--- config.mk ---
export PLATFORM = sky130hd
export DESIGN_NAME = sos_beacon_sequencer
export DESIGN_NICKNAME = d
export VERILOG_FILES = /design/src/rtl/core/sos_pkg.sv /design/src/rtl/core/sos_beacon_sequencer.sv
export VERILOG_INCLUDE_DIRS = /design/src /design/src/rtl/core
export SDC_FILE = /design/constraint.sdc
export NUM_CORES = 1
export LEC_CHECK = 0
export BUFFER_PORTS_ARGS = -buffer_cell sky130_fd_sc_hd__buf_2
export CORE_MARGIN = 5
export CORE_UTILIZATION = 30
export CTS_CLUSTER_SIZE = 14
export DETAILED_ROUTE_END_ITERATION = 6
export HOLD_SLACK_MARGIN = 0.03
export SLEW_MARGIN = 20
export SYNTH_ARGS = -nofsm -noshare
export SYNTH_HDL_FRONTEND = slang
export SYNTH_SLANG_ARGS = --single-unit
export TNS_END_PERCENT = 1
--- constraint.sdc ---
create_clock -name clk -period 5.49 [get_ports clk]
set_clock_uncertainty 0.05 [all_clocks]
set_input_delay 0 -clock clk [delete_from_list [all_inputs] [get_ports clk]]
set_output_delay 0 -clock clk [all_outputs]
set_load 0.01 [all_outputs]
--- src/rtl/core/sos_beacon_sequencer_assert.svh ---
// Assertion macros used by the beacon sequencer RTL.
// Each macro expects clk and rst_n in scope.
`ifndef SOS_BEACON_SEQUENCER_ASSERT_SVH
`define SOS_BEACON_SEQUENCER_ASSERT_SVH
`ifndef SYNTH
`define SOS_ASSERT_SAME(label, ante, cons) \
  label: assert property (@(posedge clk) disable iff (!rst_n) (ante) |-> (cons)) \
    else $error("sos_beacon_sequencer: same-cycle check failed");
`define SOS_ASSERT_NEXT(label, ante, cons) \
  label: assert property (@(posedge clk) disable iff (!rst_n) (ante) |=> (cons)) \
    else $error("sos_beacon_sequencer: next-cycle check failed");
`else
`define SOS_ASSERT_SAME(label, ante, cons)
`define SOS_ASSERT_NEXT(label, ante, cons)
`endif
`endif

--- src/rtl/core/sos_pkg.sv ---
`default_nettype none
package sos_pkg;

  typedef enum logic [1:0] {
    ACT_TICK    = 2'd0,
    ACT_EVAL    = 2'd1,
    ACT_RESTART = 2'd2,
    ACT_NONE    = 2'd3
  } action_t;

  typedef enum logic [2:0] {
    PH_PREPARE    = 3'd0,
    PH_DOTS       = 3'd1,
    PH_DOT_GAP    = 3'd2,
    PH_DASHES     = 3'd3,
    PH_DASH_GAP   = 3'd4,
    PH_DOTS_AGAIN = 3'd5,
    PH_FINISH     = 3'd6
  } phase_t;

  typedef enum logic [1:0] {
    ST_IDLE,
    ST_DIV,
    ST_DONE
  } seq_state_t;

  typedef enum logic [1:0] {
    REG_DOT_TICKS    = 2'd0,
    REG_DASH_TICKS   = 2'd1,
    REG_LETTER_GAP   = 2'd2,
    REG_FINISH_GAP   = 2'd3
  } reg_index_t;

  localparam int UNIT_W  = 6;
  localparam int TIMER_W = 8;
  localparam int GEAR_W  = 15;
  localparam int DIV_STEPS = TIMER_W;
  localparam int CNT_W   = $clog2(DIV_STEPS);

  localparam logic [UNIT_W-1:0]  DOT_RESET    = 6'd3;
  localparam logic [UNIT_W-1:0]  DASH_RESET   = 6'd9;
  localparam logic [TIMER_W-1:0] LETTER_RESET = 8'd10;
  localparam logic [TIMER_W-1:0] FINISH_RESET = 8'd30;

  // Length of a three-symbol run: 6*unit-1 (0 for a zero unit), clamped to the timer range.
  function automatic logic [TIMER_W-1:0] run_length(input logic [UNIT_W-1:0] unit);
    logic [UNIT_W+2:0] n;
    n = {1'b0, unit, 2'b00} + {2'b00, unit, 1'b0};
    if (n == '0) begin
      return '0;
    end
    n = n - 1'b1;
    if (n > {{(UNIT_W+3-TIMER_W){1'b0}}, {TIMER_W{1'b1}}}) begin
      return {TIMER_W{1'b1}};
    end
    return n[TIMER_W-1:0];
  endfunction

endpackage
`default_nettype wire

--- src/rtl/core/sos_beacon_sequencer.sv ---
`default_nettype none
// SOS beacon sequencer. Each input word carries an action (tick, evaluate,
// restart) in tuser and a gear current in tdata; every accepted word yields
// exactly one result word with the drive current and the lamp flag. Tick,
// restart and the unused action go from idle straight to the done state,
// from which their result word is loaded into the output register. Every
// evaluate, in any phase, runs the shift-subtract remainder unit that works out
// timer mod (2*unit) one bit per cycle over the 8 timer bits and then moves to
// the done state, from which its result word is loaded into the output register.
// A stalled output register holds the sequencer in its last cycle until the
// waiting word leaves. A new word is accepted once the previous one has left
// the sequencer, even while its result still waits in the output register.
// Configuration writes are always taken and must only be issued while the
// block is idle.
`include "sos_beacon_sequencer_assert.svh"
module sos_beacon_sequencer import sos_pkg::*; (
  input  wire logic        clk,
  input  wire logic        rst_n,
  input  wire logic        in_tvalid,
  output logic             in_tready,
  input  wire logic [1:0]  in_tuser,   // [1:0] action
  input  wire logic [15:0] in_tdata,   // [14:0] gear_current, [15] zero
  output logic             out_tvalid,
  input  wire logic        out_tready,
  output logic [15:0]      out_tdata,  // [14:0] drive_current, [15] lamp_on
  input  wire logic        cfg_valid,
  output logic             cfg_ready,
  input  wire logic [1:0]  cfg_index,
  input  wire logic [7:0]  cfg_data
);

  logic [UNIT_W-1:0]  dot_ticks_r, dash_ticks_r;
  logic [TIMER_W-1:0] letter_gap_r, finish_gap_r;

  seq_state_t state_r, state_nxt;
  phase_t     phase_r, phase_nxt;
  logic [TIMER_W-1:0] timer_r, timer_nxt;

  action_t             action_r;
  logic [GEAR_W-1:0]   gear_r;
  logic [CNT_W-1:0]    cnt_r;
  logic [TIMER_W-1:0]  dvd_r;
  logic [UNIT_W:0]     rem_r;

  logic                out_valid_r;
  logic [GEAR_W-1:0]   drive_r;
  logic                lamp_r;

  logic                accept;
  logic                out_free;
  logic                finish;
  logic                sym_phase;
  logic                dash_phase;
  logic [UNIT_W-1:0]   unit;
  logic [UNIT_W:0]     divisor;
  logic [UNIT_W+1:0]   trial;
  logic [UNIT_W+1:0]   trial_diff;
  logic [UNIT_W:0]     rem_step;
  logic                lit;
  action_t             in_action;

  assign cfg_ready  = 1'b1;
  assign in_action  = action_t'(in_tuser);
  assign out_free   = !out_valid_r || out_tready;
  assign accept     = in_tvalid && in_tready;
  assign finish     = (state_r == ST_DONE) && out_free;

  assign dash_phase = (phase_r == PH_DASHES);
  assign sym_phase  = (phase_r == PH_DOTS) || (phase_r == PH_DOTS_AGAIN) || dash_phase;
  assign unit       = dash_phase ? dash_ticks_r : dot_ticks_r;
  assign divisor    = {unit, 1'b0};

  // One restoring step of the remainder; the remainder stays below a nonzero divisor.
  assign trial      = {rem_r, dvd_r[TIMER_W-1]};
  assign trial_diff = trial - {1'b0, divisor};
  assign rem_step   = (trial >= {1'b0, divisor}) ? trial_diff[UNIT_W:0] : trial[UNIT_W:0];

  assign lit = (action_r == ACT_EVAL) && sym_phase && (unit != '0)
               && (rem_r >= {1'b0, unit});

  always_ff @(posedge clk) begin
    if (!rst_n) begin
      dot_ticks_r  <= DOT_RESET;
      dash_ticks_r <= DASH_RESET;
      letter_gap_r <= LETTER_RESET;
      finish_gap_r <= FINISH_RESET;
    end else if (cfg_valid && cfg_ready) begin
      unique case (reg_index_t'(cfg_index))
        REG_DOT_TICKS:  dot_ticks_r  <= cfg_data[UNIT_W-1:0];
        REG_DASH_TICKS: dash_ticks_r <= cfg_data[UNIT_W-1:0];
        REG_LETTER_GAP: letter_gap_r <= cfg_data;
        REG_FINISH_GAP: finish_gap_r <= cfg_data;
        default: ;
      endcase
    end
  end

  always_comb begin
    state_nxt = state_r;
    in_tready = 1'b0;
    unique case (state_r)
      ST_IDLE: begin
        in_tready = 1'b1;
        if (in_tvalid) begin
          state_nxt = (in_action == ACT_EVAL) ? ST_DIV : ST_DONE;
        end
      end
      ST_DIV: begin
        if (cnt_r == '0) begin
          state_nxt = ST_DONE;
        end
      end
      ST_DONE: begin
        if (out_free) begin
          state_nxt = ST_IDLE;
        end
      end
      default: state_nxt = ST_IDLE;
    endcase
  end

  // Effect of the word on phase and timer, applied when the result is loaded into the output register.
  always_comb begin
    phase_nxt = phase_r;
    timer_nxt = timer_r;
    case (action_r)
      ACT_TICK: begin
        if (timer_r != '0) begin
          timer_nxt = timer_r - 1'b1;
        end
      end
      ACT_RESTART: begin
        phase_nxt = PH_PREPARE;
        timer_nxt = '0;
      end
      ACT_EVAL: begin
        unique case (phase_r)
          PH_PREPARE: begin
            phase_nxt = PH_DOTS;
            timer_nxt = run_length(dot_ticks_r);
          end
          PH_DOTS: begin
            if (!lit && timer_r == '0) begin
              phase_nxt = PH_DOT_GAP;
              timer_nxt = letter_gap_r;
            end
          end
          PH_DOT_GAP: begin
            if (timer_r == '0) begin
              phase_nxt = PH_DASHES;
              timer_nxt = run_length(dash_ticks_r);
            end
          end
          PH_DASHES: begin
            if (!lit && timer_r == '0) begin
              phase_nxt = PH_DASH_GAP;
              timer_nxt = letter_gap_r;
            end
          end
          PH_DASH_GAP: begin
            if (timer_r == '0) begin
              phase_nxt = PH_DOTS_AGAIN;
              timer_nxt = run_length(dot_ticks_r);
            end
          end
          PH_DOTS_AGAIN: begin
            if (!lit && timer_r == '0) begin
              phase_nxt = PH_FINISH;
              timer_nxt = finish_gap_r;
            end
          end
          default: begin
            if (timer_r == '0) begin
              phase_nxt = PH_PREPARE;
              timer_nxt = '0;
            end
          end
        endcase
      end
      default: ;
    endcase
  end

  always_ff @(posedge clk) begin
    if (!rst_n) begin
      state_r     <= ST_IDLE;
      phase_r     <= PH_PREPARE;
      timer_r     <= '0;
      out_valid_r <= 1'b0;
      cnt_r       <= '0;
    end else begin
      state_r <= state_nxt;
      if (finish) begin
        phase_r     <= phase_nxt;
        timer_r     <= timer_nxt;
        out_valid_r <= 1'b1;
      end else if (out_tready) begin
        out_valid_r <= 1'b0;
      end
      if (accept) begin
        cnt_r <= CNT_W'(DIV_STEPS - 1);
      end else if (state_r == ST_DIV) begin
        cnt_r <= cnt_r - 1'b1;
      end
    end
  end

  always_ff @(posedge clk) begin
    if (accept) begin
      action_r <= in_action;
      gear_r   <= in_tdata[GEAR_W-1:0];
      dvd_r    <= timer_r;
      rem_r    <= '0;
    end else if (state_r == ST_DIV) begin
      dvd_r <= {dvd_r[TIMER_W-2:0], 1'b0};
      rem_r <= rem_step;
    end
    if (finish) begin
      drive_r <= lit ? gear_r : '0;
      lamp_r  <= lit;
    end
  end

  assign out_tvalid = out_valid_r;
  assign out_tdata  = {lamp_r, drive_r};

  `SOS_ASSERT_NEXT(a_timer_holds, state_r != ST_DONE, $stable(timer_r))
  `SOS_ASSERT_NEXT(a_div_ends, state_r == ST_DIV && cnt_r == '0, state_r == ST_DONE)
  `SOS_ASSERT_NEXT(a_result_lands, finish, out_valid_r && state_r == ST_IDLE)
  `SOS_ASSERT_SAME(a_lit_in_run, out_valid_r && lamp_r,
                   phase_r == PH_DOTS || phase_r == PH_DASHES || phase_r == PH_DOTS_AGAIN)

endmodule
`default_nettype wire
======== Word-level counts from Yosys, hierarchy flattened ========
Index checks and enable logic that the tools add are counted.
Widths: inputs -> output; s select.
operators by class
  $add $sub $neg .......................... 7
  magnitude comparators ................... 4
  equal/unequal tests ..................... 25
  multiplexer cells ....................... 63
  reductions and logical operators ........ 33
operators with widths
  operator             count
  $mux 8               18
  $pmux 8 s5           1
  $mux 1               26
  $mux 3               8
  $pmux 8 s3           1
  $add 8x7->9          2
  $gt 9x8->1 const B   2
  $logic_not 9->1      2
  $pmux 3 s6           1
  $sub 9x1->9 const B  2
  $reduce_and 8->1     2
  $ne 3x2->1 const B   4
  $eq 2x1->1 const B   4
  $eq 2x2->1 const B   4
  $ge 8x7->1           1
  $logic_not 8->1      1
  $mux 2               4
  $ne 2x2->1 const B   4
  $reduce_and 2->1     4
  $reduce_bool 8->1    1
  $sub 8x1->8 const B  1
  $ge 7x6->1           1
  $mux 7               1
  $sub 7x7->7          1
  other kinds (20)     36
storage, ports and cells
  bits in registers ....................... 93
  input port bits ......................... 33
  output and inout bits ................... 19
  word-level logic and storage cells ...... 147

======== Depth between registers and ports, before layout ========
Gate-level depths: netlist of the first run.
  depth after elaboration ................. 15
  gate-level depth with buffers ........... 14

======== Least setup slack after synthesis of the first run ========
Ideal clock, no wire load.
  path kind ............................... register to register
  from .................................... register phase_r[1]
  to ...................................... register drive_r[10] (data pin)
  library setup time ...................... 131 ps
  arrival time ............................ 3,203 ps
  required time ........................... 5,309 ps
  path slack .............................. 2,106 ps
  stages on the path, launching flop included .. 12
  path buffers ............................ 4
  period minus slack after synthesis ...... 3,384 ps
  cells stage by stage .................... dfxtp_1 -> clkbuf_1 -> clkbuf_1 -> nand3b_1 -> mux2i_1 -> ha_1 -> nand4_1 -> or3_1 -> a2111oi_2 -> clkbuf_1 -> clkbuf_1 -> and2_1
on the way
  longest elaborated chain between the ends .. 6
ends and longest elaborated chain
  element                                                             RTL line                     source
  start, declared                                                     sos_beacon_sequencer.sv:36   phase_t phase_r, phase_nxt;
  start signal, assigned                                              sos_beacon_sequencer.sv:194  phase_r <= phase_nxt;
  parallel branches: the longest is 5 deep, another holds $ge 7x6->1  --
  $logic_and 1x1->1 (*)                                               sos_beacon_sequencer.sv:79   && (rem_r >= {1'b0, unit});
  net lit                                                             sos_beacon_sequencer.sv:59   logic lit;
  end signal, assigned                                                sos_beacon_sequencer.sv:219  drive_r <= lit ? gear_r : '0;
  end, declared                                                       sos_beacon_sequencer.sv:46   logic [GEAR_W-1:0] drive_r;
Mark *: on every way through the listed nets, which the timed path passes.
A chain may end at the register's enable or synchronous reset.

======== Worst setup path after layout of the first run ========
  from .................................... register phase_r[2]
  to ...................................... register phase_r[0]
on the way
  longest elaborated chain between the ends .. 10
ends and longest elaborated chain
  element
  parallel branches: the longest is 10 deep, another holds $ge 7x6->1
Parallel ways; which one is timed is not known.

==> impl_metrics.csv, run 1 <==
group,metric,value,unit
cts,numCtsBuffers,9,
logic_synthesis,synth_xor_area_frac,0.0268,
layout,syn2layout_area_growth,19.0,%
logic_synthesis,synth_compound_area_frac,0.182,
timing,tightest_slew,1070,ps
drt,drt-met1-wl,6490,µm
outcome,status,"finished, final reports clean",
logic_synthesis,synthFlopType,"dfxtp_1",
logic_synthesis,synth_edf_count,41,
placed_design,placed_cells,871,
critical_path,cp-start-kind,"flop",
critical_path,end_kind,"flop",
logic_synthesis,synth_adder_area_share,0.0783,
logic_synthesis,ys_async_sr_fraction,0,
placed_design,gp_congestion,0.850,
logic_synthesis,synth_cells,620,
worst_hold_path,hold_depth,4,
die,ios,52,
logic_synthesis,ys_seq_area_frac,0.408,
timing,period_needed,3920,ps
cts,cts.repair.resized,0,
timing,rsz0062_at_grt,"false",
layout,antenna_cells,0,
critical_path,crit_type,"reg2reg",
placed_design,dp_hpwl,9360,µm
cts,cts_setup_buffers,0,
layout,multi_input_area,3040,µm²
drt,initialDrtViolationCount,285,
layout,instances_no_fill,919,
drt,firstDrtPassIters,5,
drt,viasPerCell,4.96,
die,die_h,146,µm
cts,clock_latency,340,ps
grt,grt_usage,0.122,
drt,via_count,4555,
grt,gr-total-overflow,0,
cts,clockBufferDepth,2,
pwr,peakVddDrop,0.155,mV
grt,antenna_found_initial,0,
drt,top_layer_used,"met4",
timing,timing.hold.ws,123,ps
layout,fillers,1811,
cts,cts.sinks,93,
logic_synthesis,yosysWarnings,0,
layout,seqCellArea,2270,µm²
cts,clk_pin_slew,70,ps
timing,final-hold-violation-count,0,
layout,drive_gt1_frac,0.130,
flow_run,drv_cap,0,
placed_design,port-buffer-count,49,
drt,finalWirelength,13000,µm
logic_synthesis,syn_area_per_cell,8.97,µm²
die,start_util,0.308,
drt,dr_wl_met3,712,µm
critical_path,worst-path-max-fanout,24,
drt,drc,0,
die,rows,49,
cts,htree_num_levels,3,
drt,wl_per_cell,14.2,µm
logic_synthesis,synth_top_family_by_area,"simple AND/OR/NAND/NOR gates",
cts,cts_tree,"built",
logic_synthesis,ys_types,80,
logic_synthesis,synth_mux_area_frac,0.0324,
layout,nets,751,
timing,setup_tns,0,ps
drt,final_antenna_net_count,0,
critical_path,arrival,4130,ps
critical_path,rr_worst_depth,12,
timing,final_max_slew_viol_count,0,
timing,period_share,0.714,
cts,clockRootBuffer,"clkbuf_16",
timing,timing.fmax,255,MHz
pwr,power.density,261,nW/µm²
critical_path,cp.required,5700,ps
die,core_area,18100,µm²
grt,grt_pass1_wl,22000,µm
grt,grt_pass1_vias,4287,
grt,grt_max_degree,30,
pwr,leakage,2.71,nW
die,dieWidth,146,µm
drt,routed-wl-met2,5740,µm
timing,setup_viol,0,
logic_synthesis,synth_area,5560,µm²
timing,maxSlewHeadroom,0.289,
worst_hold_path,holdCritPathClass,"in2reg",
logic_synthesis,syn_nets,686,
logic_synthesis,ys_seq_elements,93,
die,dieArea,21400,µm²
logic_synthesis,synth_simple_gate_area_share,0.224,
[flip-flops by register name (all words and copies together), names as in the netlist, 2 cells and up]
register and cells:
phase_r 3, letter_gap_r 8, cnt_r 3, gear_r 15, dot_ticks_r 6, dash_ticks_r 6, rem_r 7, dvd_r 8
timer_r 8, state_r 2, finish_gap_r 8, drive_r 15, action_r 2
[repair_timing]
action | in CTS | in global routing
hold buffers | 32 | 0
setup endpoints to repair | 0 | 0
endpoints found under the hold margin | 47 | 0
[final cells by class]
type / count / share of cell area
Timing Repair Buffer: 86 / 0.0911
Inverter: 33 / 0.0187
Clock buffer: 10 / 0.0361
Tap cell: 229 / 0.0433
Multi-Input combinational cell: 462 / 0.459
Clock inverter: 6 / 0.00831
Sequential cell: 93 / 0.343
[kinds of logic (layout without fill, tap and decap cells)]
family / Yosys count / after routing
other cells: 1 / 1
buf+inv: 65 / 135
mux: 18 / 18
xor+xnor: 17 / 17
flops: 93 / 93
fa+ha+maj: 33 / 33
compound gates: 144 / 144
simple gates: 249 / 249
[power breakdown]
group | internal (mW) | total (mW) | switching [mW]
registers | 0.773 | 0.802 | 0.0285
logic | 0.129 | 0.305 | 0.177
clock network | 0.329 | 0.621 | 0.292
total | 1.23 | 1.73 | 0.497
[worst max-delay path, cell delays in order, from the launching register on]
cell       delay, ps
dfxtp_1          820
nand3b_1         400
nand2_1          100
o21a_1           140
ha_1             290
nor2b_1          140
o31a_1           270
o21ai_1          290
a2111oi_4        110
buf_4            230
or3b_4           450
or3b_1           390
a21oi_1          150
[stage by stage]
stage | instance area [µm²] | util | setup WS [ps] | power, mW
2_1_floorplan | 5560 | - | 2110 | 1.02
3_3_place_gp | 6010 | 0.332 | 1610 | 1.10
3_5_place_dp | 6010 | 0.332 | 1590 | 1.10
4_1_cts | 6620 | 0.366 | 1550 | 1.75
5_1_grt | 6620 | 0.366 | 1300 | 1.82
6_report | 6620 | 0.366 | 1570 | 1.73
[cell usage in the layout, fill, tap and decap left out, types with 4 or more instances in the layout]
cell type,n
nand3_1,17
nor3_1,8
buf_4,5
nand4_1,4
a221oi_1,5
nor2_1,60
dlygate4sd3_1,32
or3_1,7
a21o_1,5
mux2i_1,18
a31oi_1,6
and3_1,8
nor4_1,7
nand2b_1,12
nand2_1,75
buf_2,49
inv_1,32
nand3b_1,7
o21bai_1,5
edfxtp_1,41
clkbuf_16,9
a21oi_1,29
o211ai_1,7
o21ai_0,33
ha_1,30
a211oi_1,5
dfxtp_1,52
and2_1,18
xor2_1,10
nor2b_1,4
o21a_1,7
o22ai_1,9
xnor2_1,7
[path summary, 6_finish.rpt]
check	slack, ps	endpoint	startpoint
min	120	dot_ticks_r[1]$_SDFFE_PN1P_	cfg_index[1]
max reg2reg	1570	phase_r[0]$_SDFFE_PN0P_	phase_r[2]$_SDFFE_PN0P_
max	1570	phase_r[0]$_SDFFE_PN0P_	phase_r[2]$_SDFFE_PN0P_
min reg2reg	410	finish_gap_r[6]$_SDFFE_PN0P_	finish_gap_r[6]$_SDFFE_PN0P_
[per-layer routing]
layer  track usage  vias up
met2         0.191      118
met5             0        -
li1              -     2364
met1         0.176     2060
met4        0.0226        0
met3        0.0282       13
[synthesized netlist by cell type (all sizes together) (12+ instances only)]
| cell type | instances | share of area |
|---|---|---|
| and2 | 18 | 0.020 |
| nand2b | 12 | 0.013 |
| mux2i | 18 | 0.032 |
| inv | 32 | 0.022 |
| nand3 | 17 | 0.015 |
| nor2 | 60 | 0.040 |
| nand2 | 75 | 0.051 |
| o21ai | 34 | 0.031 |
| edfxtp | 41 | 0.22 |
| dfxtp | 52 | 0.19 |
| clkbuf | 25 | 0.017 |
| ha | 30 | 0.067 |
| a21oi | 30 | 0.028 |
No activity file was read; power rests on OpenSTA's default activity.
==> run 2: changes to the inputs <==
==> constraint.sdc (replaced) <==
create_clock -name clk -period 3.9 [get_ports clk]
set_clock_uncertainty 0.05 [all_clocks]
set_input_delay 0 -clock clk [delete_from_list [all_inputs] [get_ports clk]]
set_output_delay 0 -clock clk [all_outputs]
set_load 0.01 [all_outputs]
==> run 2 against run 1 <==
  * Wire length rose by 3.8%
  * First-iteration DRC count fell by 6.0%
  * Register-to-register slack got worse by 1000 ps
  * Highest routed layer unchanged
  * Sequential share of layout area fell by 0.27 points
  * Critical endpoint is now timer_r[4]$_SDFFE_PN0P_
==> impl_metrics.csv, run 2 (synthesis gave the netlist of run 1 again) <==
group,metric,value,unit
die,rows,49,
outcome,status,"finished, final reports clean",
worst_hold_path,hold_depth,4,
flow_run,drv_cap,0,
cts,cts.repair.resized,0,
critical_path,worst-path-max-fanout,19,
layout,syn2layout_area_growth,20.0,%
pwr,power.density,371,nW/µm²
layout,top_regs,"drive_r (15), gear_r (15)",
critical_path,crit_type,"reg2reg",
die,dieArea,21400,µm²
layout,post-route-util,0.369,
grt,antenna_found_initial,0,
timing,rsz0062_at_grt,"false",
cts,clk_pin_slew,70,ps
drt,final_antenna_net_count,0,
drt,via_count,4720,
timing,period_needed,3360,ps
worst_hold_path,holdCritPathClass,"in2reg",
die,ios,52,
layout,mostFrequentLayoutCell,"nand2_1",
cts,holdBufCountCts,31,
placed_design,dp_hpwl,9780,µm
timing,final_max_slew_viol_count,0,
placed_design,post_dp_cell_area,6060,µm²
cts,clockRootBuffer,"clkbuf_16",
layout,instances_no_fill,925,
timing,final-hold-violation-count,0,
cts,htree_num_levels,3,
drt,finalWirelength,13500,µm
placed_design,gp_congestion,0.857,
timing,maxSlewHeadroom,0.340,
critical_path,cp-start-kind,"flop",
cts,numCtsBuffers,9,
timing,period_share,0.862,
pwr,finalPower,2.48,mW
timing,timing.fmax,297,MHz
timing,setup_tns,0,ps
placed_design,dp_slack,546,ps
critical_path,rr_worst_depth,11,
layout,drive_gt1_frac,0.138,
pwr,leakage,2.75,nW
timing,timing.hold.ws,127,ps
die,core_area,18100,µm²
cts,cts_setup_buffers,0,
placed_design,placed_cells,878,
layout,antenna_cells,0,
critical_path,end_kind,"flop",
layout,final_cell_mix,"nand2_1, nor2_1, dfxtp_1, buf_2, edfxtp_1",
timing,setup_viol,0,
critical_path,arrival,3500,ps
cts,cts.sinks,93,
placed_design,port-buffer-count,49,
timing,tightest_slew,988,ps
layout,nets,757,
drt,drc,0,
die,start_util,0.308,
grt,grt_usage,0.125,
drt,firstDrtPassIters,5,
grt,grt_pass1_wl,22400,µm
grt,grt_max_degree,30,
pwr,peakVddDrop,0.246,mV
cts,clockBufferDepth,2,
critical_path,cp.required,4040,ps
drt,viasPerCell,5.10,
drt,initialDrtViolationCount,268,
layout,fin_area,6670,µm²
grt,grt_pass1_vias,4363,
timing,worst_slack,538,ps
drt,wl_per_cell,14.6,µm
cts,cts_tree,"built",
die,die_h,146,µm
die,dieWidth,146,µm
grt,gr-total-overflow,0,
cts,clock_latency,340,ps
run 2: cell count changes in the layout (fill, tap and decap cells not counted):
cell	change
bufinv_16	+1
inv_6	+1
inv_8	-1
dlygate4sd3_1	-1
buf_4	+7
clkinvlp_4	-1
clkinv_1	+1
clkbuf_8	-1
run 2: area by class of cell:
| cell class | count | area (µm²) |
|---|---|---|
| inverter | 33 | 124 |
| tap | 229 | 287 |
| clock buffer | 9 | 225 |
| multi-input combinational | 462 | 3040 |
| fill | 1813 | 11400 |
| sequential | 93 | 2270 |
| clock inverter | 7 | 78.8 |
| timing repair buffer | 92 | 646 |
run 2: routing by layer:
layer  share of wire  up-vias  global-route usage
met3           0.053       11              0.0282
met4          0.0091        0              0.0254
li1                -     2382                   -
met1            0.49     2202               0.175
met5               0        -                   0
met2            0.45      125               0.200
run 2: report_power, final:
group / total [mW] / internal (mW) / switching (mW) / leakage (nW)
Sequential: 1.13 / 1.09 / 0.0392 / 0.819
Combinational: 0.436 / 0.183 / 0.253 / 1.78
Clock: 0.914 / 0.506 / 0.409 / 0.146
run 2: critical path: stages, from the launching register on:
cell and delay [ps]:
dfxtp_1 310, nand3b_1 400, o21a_1 330, ha_1 280, nor2b_1 140, o31a_1 270
o21ai_1 290, a2111oi_4 160, buf_4 220, or3_1 440, o21ai_0 220, o22ai_1 110
run 2: final timing paths:
path / from / end / slack, ps
worst min register to register: finish_gap_r[0]$_SDFFE_PN0P_ / finish_gap_r[0]$_SDFFE_PN0P_ / 400
worst max-delay path: phase_r[2]$_SDFFE_PN0P_ / timer_r[4]$_SDFFE_PN0P_ / 540
worst min-delay path: cfg_index[1] / dot_ticks_r[0]$_SDFFE_PN1P_ / 130
worst max register to register: phase_r[2]$_SDFFE_PN0P_ / timer_r[4]$_SDFFE_PN0P_ / 540
